--- src/hw/rtl/npdc_pkg.sv ---
package npdc_pkg;

    localparam int DEPTH_W    = 16;
    localparam int COLOUR_W   = 8;
    localparam int MODE_W     = 2;
    localparam int REST_IN_W  = 12;
    localparam int SCALED_W   = 11;

    localparam logic [DEPTH_W-1:0] DEPTH_SAT  = 16'd12800;
    localparam logic [DEPTH_W-1:0] BAND_STEP  = 16'd2560;
    localparam logic [7:0]         COLOUR_MAX = 8'd255;
    localparam logic [11:0]        RECIP_5    = 12'd3277;
    localparam int                 RECIP_SH   = 14;
    localparam int                 STEP_SH    = 9;

    typedef enum logic [MODE_W-1:0] {
        MODE_CLEAR = 2'd0,
        MODE_STORE = 2'd1,
        MODE_QUERY = 2'd2
    } t_mode;

    typedef enum logic [2:0] {
        ST_IDLE,
        ST_SCAN,
        ST_DRAIN,
        ST_RAMP,
        ST_LOAD
    } t_state;

    typedef enum logic [2:0] {
        BAND_RED,
        BAND_YELLOW,
        BAND_GREEN,
        BAND_CYAN,
        BAND_BLUE,
        BAND_SAT
    } t_band;

    typedef struct packed {
        logic wr_en;
        logic rd_en;
        logic best_clr;
    } t_cell_ctl;

endpackage

--- src/hw/rtl/npdc_ramp.sv ---
module npdc_ramp
    import npdc_pkg::*;
(
    input  logic                i_clk,
    input  logic                i_rst_n,
    input  logic                i_start,
    input  logic                i_found,
    input  logic [DEPTH_W-1:0]  i_depth,
    output logic                o_done,
    output logic [COLOUR_W-1:0] o_red,
    output logic [COLOUR_W-1:0] o_green,
    output logic [COLOUR_W-1:0] o_blue,
    output logic [DEPTH_W-1:0]  o_depth,
    output logic                o_empty
);

    logic                  r_v0;
    logic                  r_v1;
    logic                  r_v2;
    t_band                 r_band0;
    t_band                 r_band1;
    logic [REST_IN_W-1:0]  r_m;
    logic [SCALED_W-1:0]   r_t;
    logic [DEPTH_W-1:0]    r_dep0;
    logic [DEPTH_W-1:0]    r_dep1;
    logic                  r_empty0;
    logic                  r_empty1;
    logic [COLOUR_W-1:0]   r_red;
    logic [COLOUR_W-1:0]   r_green;
    logic [COLOUR_W-1:0]   r_blue;
    logic [DEPTH_W-1:0]    r_dep2;
    logic                  r_empty2;

    logic [DEPTH_W-1:0]    d;
    t_band                 band;
    logic [DEPTH_W-1:0]    base;
    logic [DEPTH_W-1:0]    m_full;
    logic [19:0]           t_prod;
    logic [22:0]           q_prod;
    logic [COLOUR_W-1:0]   rest;

    assign d = i_found ? i_depth : '0;

    always_comb begin
        if (d >= DEPTH_SAT) begin
            band = BAND_SAT;
            base = '0;
        end else if (d >= DEPTH_W'(BAND_STEP * 4)) begin
            band = BAND_BLUE;
            base = DEPTH_W'(BAND_STEP * 4);
        end else if (d >= DEPTH_W'(BAND_STEP * 3)) begin
            band = BAND_CYAN;
            base = DEPTH_W'(BAND_STEP * 3);
        end else if (d >= DEPTH_W'(BAND_STEP * 2)) begin
            band = BAND_GREEN;
            base = DEPTH_W'(BAND_STEP * 2);
        end else if (d >= BAND_STEP) begin
            band = BAND_YELLOW;
            base = BAND_STEP;
        end else begin
            band = BAND_RED;
            base = '0;
        end
        m_full = d - base;
    end

    assign t_prod = 20'(r_m) * 20'(COLOUR_MAX);
    assign q_prod = 23'(r_t) * 23'(RECIP_5);
    assign rest   = COLOUR_W'(q_prod >> RECIP_SH);

    always_ff @(posedge i_clk) begin
        if (!i_rst_n) begin
            r_v0 <= 1'b0;
            r_v1 <= 1'b0;
            r_v2 <= 1'b0;
        end else begin
            r_v0 <= i_start;
            r_v1 <= r_v0;
            r_v2 <= r_v1;
        end
    end

    always_ff @(posedge i_clk) begin
        if (i_start) begin
            r_band0  <= band;
            r_m      <= (band == BAND_SAT) ? '0 : m_full[REST_IN_W-1:0];
            r_dep0   <= d;
            r_empty0 <= !i_found;
        end
        if (r_v0) begin
            r_t      <= SCALED_W'(t_prod >> STEP_SH);
            r_band1  <= r_band0;
            r_dep1   <= r_dep0;
            r_empty1 <= r_empty0;
        end
        if (r_v1) begin
            r_dep2   <= r_dep1;
            r_empty2 <= r_empty1;
            unique case (r_band1)
                BAND_RED: begin
                    r_red <= COLOUR_MAX; r_green <= rest; r_blue <= '0;
                end
                BAND_YELLOW: begin
                    r_red <= COLOUR_MAX - rest; r_green <= COLOUR_MAX; r_blue <= '0;
                end
                BAND_GREEN: begin
                    r_red <= '0; r_green <= COLOUR_MAX; r_blue <= rest;
                end
                BAND_CYAN: begin
                    r_red <= '0; r_green <= COLOUR_MAX - rest; r_blue <= COLOUR_MAX;
                end
                BAND_BLUE: begin
                    r_red <= rest; r_green <= '0; r_blue <= COLOUR_MAX;
                end
                default: begin
                    r_red <= COLOUR_MAX; r_green <= '0; r_blue <= COLOUR_MAX;
                end
            endcase
        end
    end

    assign o_done  = r_v2;
    assign o_red   = r_red;
    assign o_green = r_green;
    assign o_blue  = r_blue;
    assign o_depth = r_dep2;
    assign o_empty = r_empty2;

endmodule

--- config.mk ---
export PLATFORM = sky130hd
export DESIGN_NAME = npdc_ramp
export DESIGN_NICKNAME = d
export VERILOG_FILES = /design/src/hw/rtl/npdc_pkg.sv /design/src/hw/rtl/npdc_ramp.sv
export SDC_FILE = /design/constraint.sdc
export NUM_CORES = 1
export LEC_CHECK = 0
export ABC_AREA = 0
export BUFFER_PORTS_ARGS = -buffer_cell sky130_fd_sc_hd__buf_4
export CAP_MARGIN = 40
export CORE_MARGIN = 5
export CORE_UTILIZATION = 51
export CTS_CLUSTER_SIZE = 12
export DETAILED_ROUTE_END_ITERATION = 8
export GPL_TIMING_DRIVEN = 0
export PLACE_DENSITY = 0.71
export SYNTH_ARGS = -nofsm -noshare
export SYNTH_HDL_FRONTEND = slang
export SYNTH_SLANG_ARGS = --single-unit
--- constraint.sdc ---
create_clock -name i_clk -period 6.01 [get_ports i_clk]
set_input_delay 0.3005 -clock i_clk [delete_from_list [all_inputs] [get_ports i_clk]]
set_output_delay 0.3005 -clock i_clk [all_outputs]
set_load 0.02 [all_outputs]
# == Word level (Yosys, flattened, before mapping) ==
# Cells that the tools add are included.
# word_totals
regBits,107
n_memories,0
rom_bits,0
input_bits,20
wordCells,49
ram_bits,0
latch_bits,0
output_inout_bits,42
# op_classes
div_mod_pow,0
mul,2
bitwise_logic,0
n_addsub,2
shift,0
n_reduce_logical,5
order_cmp,5
muxes,14
n_eq_ne,5
# op_table
cell,count
$mux W12,5
$pmux W8 S3,2
$ge A16 B13 Y1 const B,2
$ge A16 B14 Y1 const B,2
$mul A11 B12 Y22 const B,1
$mul A12 B8 Y20 const B,1
$ge A16 B12 Y1 const B,1
$mux W16,1
$pmux W8 S2,1
$sub A12 B12 Y12,1
$sub A8 B8 Y8 const A,1
$eq A3 B2 Y1 const B,2
$eq A3 B3 Y1 const B,2
$mux W3,2
$reduce_or A2 Y1,3
$mux W2,2
$eq A3 B1 Y1 const B,1
$logic_not A3 Y1,1
$logic_not A1 Y1,1
$mux W1,1

# == Logic depth before layout (Yosys ltp) ==
# Gate-level depths: netlist of run 1.
# logic_depth
depth_word,8
ltp_mapped,18
depth_no_buf,18

# == Worst setup path before layout of run 1 ==
# No wires, ideal clock.
# synth_timing
path_type,register to register
from,register r_t[3]
to,"register r_green[2] (netlist: o_green[2]), data pin"
path_stages_with_launch,17
t_arrival_ps,4498
path_slack_ps,1250
required_time_ps,5748
path_buffers,0
setup_time_ps,262
path_cell_list,edfxtp_1 inv_1 ha_1 fa_1 inv_1 fa_1 inv_1 fa_1 inv_1 ha_1 ha_1 and4b_4 a22oi_4 o211ai_4 o31ai_4 xor2_2 mux2_1
# synth_between
elab_chain_len,3
# synth_lines
item,line_no,source
start: declaration,npdc_ramp.sv:23,logic [SCALED_W-1:0] r_t;
start signal: assignment,npdc_ramp.sv:91,r_t <= SCALED_W'(t_prod >> STEP_SH);
$mul A11 B12 Y22 (*),npdc_ramp.sv:68,assign q_prod = 23'(r_t) * 23'(RECIP_5);
$sub A8 B8 Y8,npdc_ramp.sv:110,r_red <= '0; r_green <= COLOUR_MAX - rest; r_blue <= COLOUR_MAX;
$pmux W8 S3 (*),npdc_ramp.sv:99,unique case (r_band1)
end signal: assignment,npdc_ramp.sv:101,r_red <= COLOUR_MAX; r_green <= rest; r_blue <= '0;
end signal: assignment,npdc_ramp.sv:110,
end signal: assignment,npdc_ramp.sv:113,r_red <= rest; r_green <= '0; r_blue <= COLOUR_MAX;
end: declaration,npdc_ramp.sv:29,logic [COLOUR_W-1:0] r_green;
# Mark *: on every way between the ends. The rest lies on a longest branch, timed or not.
# A chain may end at the register's enable or synchronous reset.

# == Worst setup path in the final report of run 1 ==
# layout_timing
from,register r_t[5]
to,"register r_red[6] (netlist: o_red[6]), data pin"
# layout_between
elab_chain_len,3
# layout_lines
item,line_no,source
$mul A11 B12 Y22 (*),npdc_ramp.sv:68,
$sub A8 B8 Y8,npdc_ramp.sv:104,r_red <= COLOUR_MAX - rest; r_green <= COLOUR_MAX; r_blue <= '0;
$pmux W8 S3 (*),npdc_ramp.sv:99,
end signal: assignment,npdc_ramp.sv:101,
end signal: assignment,npdc_ramp.sv:104,
end signal: assignment,npdc_ramp.sv:107,r_red <= '0; r_green <= COLOUR_MAX; r_blue <= rest;
end: declaration,npdc_ramp.sv:28,logic [COLOUR_W-1:0] r_red;
# Marked as above.

==> results of run 1 <==
-- path summary, 6_finish.rpt --
check,startpoint,end,cells past startpoint
setup / recovery,r_t[5],o_red[6],16
hold / removal,i_rst_n,r_v1,2
setup reg to reg,r_t[5],o_red[6],16
hold reg to reg,r_dep1[13],o_depth[13],0
-- cells in the final DEF (no fill, tap or decap), types with 8 or more instances in the layout --
cell type,Yosys,layout
xnor2_1,13,13
clkbuf_16,0,9
nand2b_1,8,8
ha_1,102,102
a21o_1,9,9
nor3_1,8,8
nand2_1,18,18
buf_4,0,61
a21oi_1,24,24
fa_1,81,81
nor2_1,35,35
inv_1,140,140
and3_1,11,11
edfxtp_1,104,104
and2_1,18,18
o21ai_0,11,11
-- worst reg2reg max path, stage by stage, from the launching register on --
cell and delay (ns):
edfxtp_1 0.49, ha_1 0.37, inv_1 0.06, fa_1 0.48, inv_1 0.07, fa_1 0.50
inv_1 0.05, fa_1 0.45, fa_1 0.51, inv_1 0.04, ha_1 0.37, a21oi_2 0.27
o221ai_1 0.21, a221o_1 0.36, a32o_1 0.27, nor4b_1 0.35, nor3_1 0.10
-- layout make-up --
type                            instances  area, µm²
Fill cell                            1303       6550
Multi-Input combinational cell        427       4550
Clock buffer                            9        225
Clock inverter                          7       80.1
Sequential cell                       107       3180
Tap cell                              216        270
Buffer                                 10       41.3
Timing Repair Buffer                   63        513
Inverter                              140        526
-- metrics by stage --
step / hold slack (ns) / std cells / worst slack [ns] / util (%) / cell area, µm²
after floorplan: 0.400 / 684 / 1.25 / - / 8300
after global placement: 0.404 / 961 / 0.837 / 56.6 / 9030
after detailed placement: 0.405 / 962 / 0.816 / 56.8 / 9060
final: 0.165 / 979 / 0.782 / 58.9 / 9390
after CTS: 0.153 / 978 / 0.769 / 58.7 / 9370
after global routing: 0.168 / 979 / 0.542 / 58.9 / 9390
-- registers in the layout, summed over array words and instances, names as in the netlist --
name      flops
o_green       8
r_v1          1
o_blue        8
o_depth      16
r_t          11
r_dep1       16
r_dep0       16
r_empty0      1
r_m          12
r_v0          1
o_done        1
o_empty       1
o_red         8
r_band0       3
r_band1       3
r_empty1      1
-- metal layers --
metal  part of all wire (%)  track usage, %
met5                      0               0
met4                    2.0            4.99
met3                    3.7            3.32
met2                     52            30.6
met1                     42            21.6
-- cell families after synthesis --
kind of cell / after synthesis
xor+xnor: 20
fa+ha+maj: 183
mux: 8
simple gates: 124
flops: 107
compound gates: 92
buf+inv: 150
==> impl_metrics.yaml, run 1 <==
setup_path:
  path_max_fanout: 6
  cp.required_ns: 6.10
  crit_arrival_ns: 5.31
  critPathBufInv: 4
  cp_slowest_cell: "fa_1"
  cp-start-kind: "flop"
  reg2reg_slack_ns: 0.78
  critical_path_class: "flop to flop"
  cpPeakStageDelay_ns: 0.51
  end_kind: "flop"
  cp_top_family: "adder cells"
  crit_chain: "ha_1 > inv_1 > fa_1 > inv_1 > fa_1 > inv_1 > fa_1 > fa_1 > inv_1 > ha_1 > a21oi_2 > o221ai_1 > a221o_1 > a32o_1 > nor4b_1 > nor3_1"
clock_network:
  clock-sinks: 107
  cts_hold_buf: 0
  post_cts_resized: 0
  clk_latency_ns: 0.36
  postCtsSetupBuffers: 0
  cts_max_path_buffers: 2
  numCtsBuffers: 9
  cts_tree: "done"
  htree_levels: 3
  cts_root_buf: "clkbuf_16"
  path_clk_slew_ns: 0.08
floorplanning:
  num_rows: 46
  die_h_um: 138
  start_util_pct: 52.1
  core_um2: 15900
  die_w_um: 138
  boundaryPins: 62
  die-area_um2: 18900
synthesis:
  netlist_top_cells_area: "edfxtp_1, fa_1, ha_1, inv_1, nor2_1"
  synth.distinct_cells: 62
  synth_top_area_share_pct: 37.6
  synthFlopType: "edfxtp_1"
  synth_common_cells: "inv_1, edfxtp_1, ha_1"
  ys_warn_count: 0
  synthAdderAreaFrac_pct: 34.9
  ys_ff_latch: 107
  syn_nets: 887
  synth_compound_area_share_pct: 8.82
  syn_area_per_cell_um2: 12.1
  syn_inst: 684
  synth_edf_count: 104
  synth_top_family_by_area: "adder cells"
  synth_most_common_cell: "inv_1"
  async_flop_share_pct: 0
  ys_seq_area_share_pct: 38.3
  synth.largest_area_cell: "edfxtp_1"
  syn_area_um2: 8300
  yosys.area_share.simple_pct: 7.88
  synth-xor-area-share_pct: 2.20
  muxShareOfSynthArea_pct: 1.04
finish:
  drive_gt1_share_pct: 13.6
  syn2layout_area_growth_pct: 13.1
  diodes: 0
  fin_nets: 961
detailed_routing:
  viasPerCell: 5.18
  routed_wl_mm: 15.2
  vias: 5071
  firstDrtPassIters: 5
  first_iter_violations: 242
  drtAntennaViolNets: 0
  drcViolationCount: 0
  routedWlPerCell_um: 15.5
sta:
  rsz0062_at_grt: "false"
  tightest_slew_ns: 0.744
  period_needed_ns: 5.23
  fin_tns_setup_ns: 0
  fmax_mhz: 191
  fin_crit_sh_pct: 87.0
  relSlewSlack_pct: 50.3
  hold_viol_final: 0
  setup_viol_count_final: 0
  slew_viol_final: 0
  finClkSkew_ns: 0.00843
place:
  gp_congestion: 0.841
  port_buffers: 61
  hpwl_mm: 12.7
global_routing:
  grt_pass1_wl_mm: 25.6
  grt_max_degree: 43
  grt.total_usage_pct: 17.3
  grt_overflow_total: 0
  grt_pass1_vias: 5364
  antenna_found_initial: 0
worst_hold_path:
  min_path_type: "primary input to flop"
run_status:
  status: "finished clean"
run:
  maxCapViolCount: 0
Power of run 1 is left out: the tool's default activity adds up to more than one toggle a clock period on the data nets, which glitch-free logic cannot reach.
==> run 2, diff against run 1 <==
--- a/config.mk
+++ b/config.mk
@@ -12,7 +12,6 @@
 export CORE_UTILIZATION = 51
 export CTS_CLUSTER_SIZE = 12
 export DETAILED_ROUTE_END_ITERATION = 8
-export GPL_TIMING_DRIVEN = 0
 export PLACE_DENSITY = 0.71
 export SYNTH_ARGS = -nofsm -noshare
 export SYNTH_HDL_FRONTEND = slang
==> constraint.sdc (replaced) <==
create_clock -name i_clk -period 5.8 [get_ports i_clk]
set_input_delay 0.29 -clock i_clk [delete_from_list [all_inputs] [get_ports i_clk]]
set_output_delay 0.29 -clock i_clk [all_outputs]
set_load 0.02 [all_outputs]
==> impl_metrics.yaml, run 2 (synthesis gave the netlist of run 1 again) <==
floorplanning:
  start_util_pct: 52.1
  num_rows: 46
  core_um2: 15900
  boundaryPins: 62
  die_h_um: 138
  die_w_um: 138
  die-area_um2: 18900
sta:
  relSlewSlack_pct: 47.8
  rsz0062_at_grt: "false"
  slew_viol_final: 0
  fin_crit_sh_pct: 88.6
  hold_viol_final: 0
  finClkSkew_ns: 0.00736
  fin_tns_setup_ns: 0
  fmax_mhz: 195
  period_needed_ns: 5.14
  tightest_slew_ns: 0.783
  setup_viol_count_final: 0
worst_hold_path:
  min_path_type: "primary input to flop"
setup_path:
  cp.required_ns: 5.90
  crit_arrival_ns: 5.24
  path_max_fanout: 6
  critical_path_class: "flop to flop"
  crit_chain: "inv_1 > ha_1 > fa_1 > inv_1 > fa_1 > inv_1 > fa_1 > fa_1 > inv_1 > ha_1 > a21oi_2 > o221ai_1 > a221o_1 > a311oi_2 > o21bai_1 > a21o_1"
  cp_slowest_cell: "fa_1"
  end_kind: "flop"
  cp-start-kind: "flop"
  cpPeakStageDelay_ns: 0.54
  cp_top_family: "adder cells"
  critPathBufInv: 4
global_routing:
  grt.total_usage_pct: 16.8
  grt_pass1_vias: 5303
  antenna_found_initial: 0
  grt_max_degree: 34
  grt_pass1_wl_mm: 25.0
  grt_overflow_total: 0
clock_network:
  postCtsSetupBuffers: 0
  cts_root_buf: "clkbuf_16"
  numCtsBuffers: 9
  post_cts_resized: 0
  clk_latency_ns: 0.35
  cts_tree: "done"
  clock-sinks: 107
  path_clk_slew_ns: 0.08
  cts_max_path_buffers: 2
  cts_hold_buf: 0
  htree_levels: 3
finish:
  multi_input_area_um2: 4550
  fillers: 1262
  layout_common_cells: "inv_1, edfxtp_1, ha_1"
  diodes: 0
  final_area_um2: 9340
  syn2layout_area_growth_pct: 12.4
  final_cells: 969
  fin_nets: 951
  final_common_cell: "inv_1"
  regArea_um2: 3180
  drive_gt1_share_pct: 13.4
detailed_routing:
  routedWlPerCell_um: 15.6
  firstDrtPassIters: 5
  viasPerCell: 5.22
  routed_wl_mm: 15.1
  vias: 5063
  drcViolationCount: 0
  first_iter_violations: 243
  drtAntennaViolNets: 0
place:
  placed_area_um2: 9020
  port_buffers: 61
  hpwl_mm: 12.7
  gp_congestion: 0.939
  placedCellCount: 953
run:
  maxCapViolCount: 0
run_status:
  status: "finished clean"
## run 2: changes by cell type in the layout (fill, tap and decap cells not counted), sizes merged
cell / delta
clkinvlp: -1
clkbuf: -8
buf: -2
inv: +1
## run 2: worst reg2reg max path: stages, from the launching register on
cell      delay, ns
edfxtp_1       0.41
inv_1          0.07
ha_1           0.33
fa_1           0.54
inv_1          0.07
fa_1           0.50
inv_1          0.06
fa_1           0.45
fa_1           0.51
inv_1          0.04
ha_1           0.37
a21oi_2        0.29
o221ai_1       0.20
a221o_1        0.36
a311oi_2       0.41
o21bai_1       0.11
a21o_1         0.18
## run 2: cell type report
type,instances,area share [%]
Clock buffer,9,2.41
Clock inverter,7,0.992
Inverter,140,5.63
Multi-Input combinational cell,427,48.8
Sequential cell,107,34.1
Tap cell,216,2.89
Timing Repair Buffer,63,5.20
## run 2: stage by stage
stage / setup slack [ns] / hold slack [ns] / util (%)
global placement: 0.824 / 0.403 / 56.4
finish: 0.662 / 0.162 / 58.6
detailed placement: 0.718 / 0.405 / 56.6
global route: 0.447 / 0.160 / 58.6
CTS: 0.697 / 0.150 / 58.6
floorplan: 1.04 / 0.400 / -
## run 2: layer usage
metal / vias to the layer above / track usage (%) / share of wire (%)
li1: 2443 / - / -
met3: 14 / 3.21 / 4.1
met2: 121 / 29.9 / 53
met5: - / 0 / 0
met4: 0 / 3.05 / 1.1
met1: 2485 / 21.7 / 42
## run 2: final timing paths
path	from	end	slack, ns	cells after the start
max	r_t[9]	o_blue[6]	0.66	16
min	i_rst_n	r_v1	0.16	2
max reg2reg	r_t[9]	o_blue[6]	0.66	16
min reg2reg	r_dep0[5]	r_dep1[5]	0.42	0
Power of run 2 is left out for the same reason.
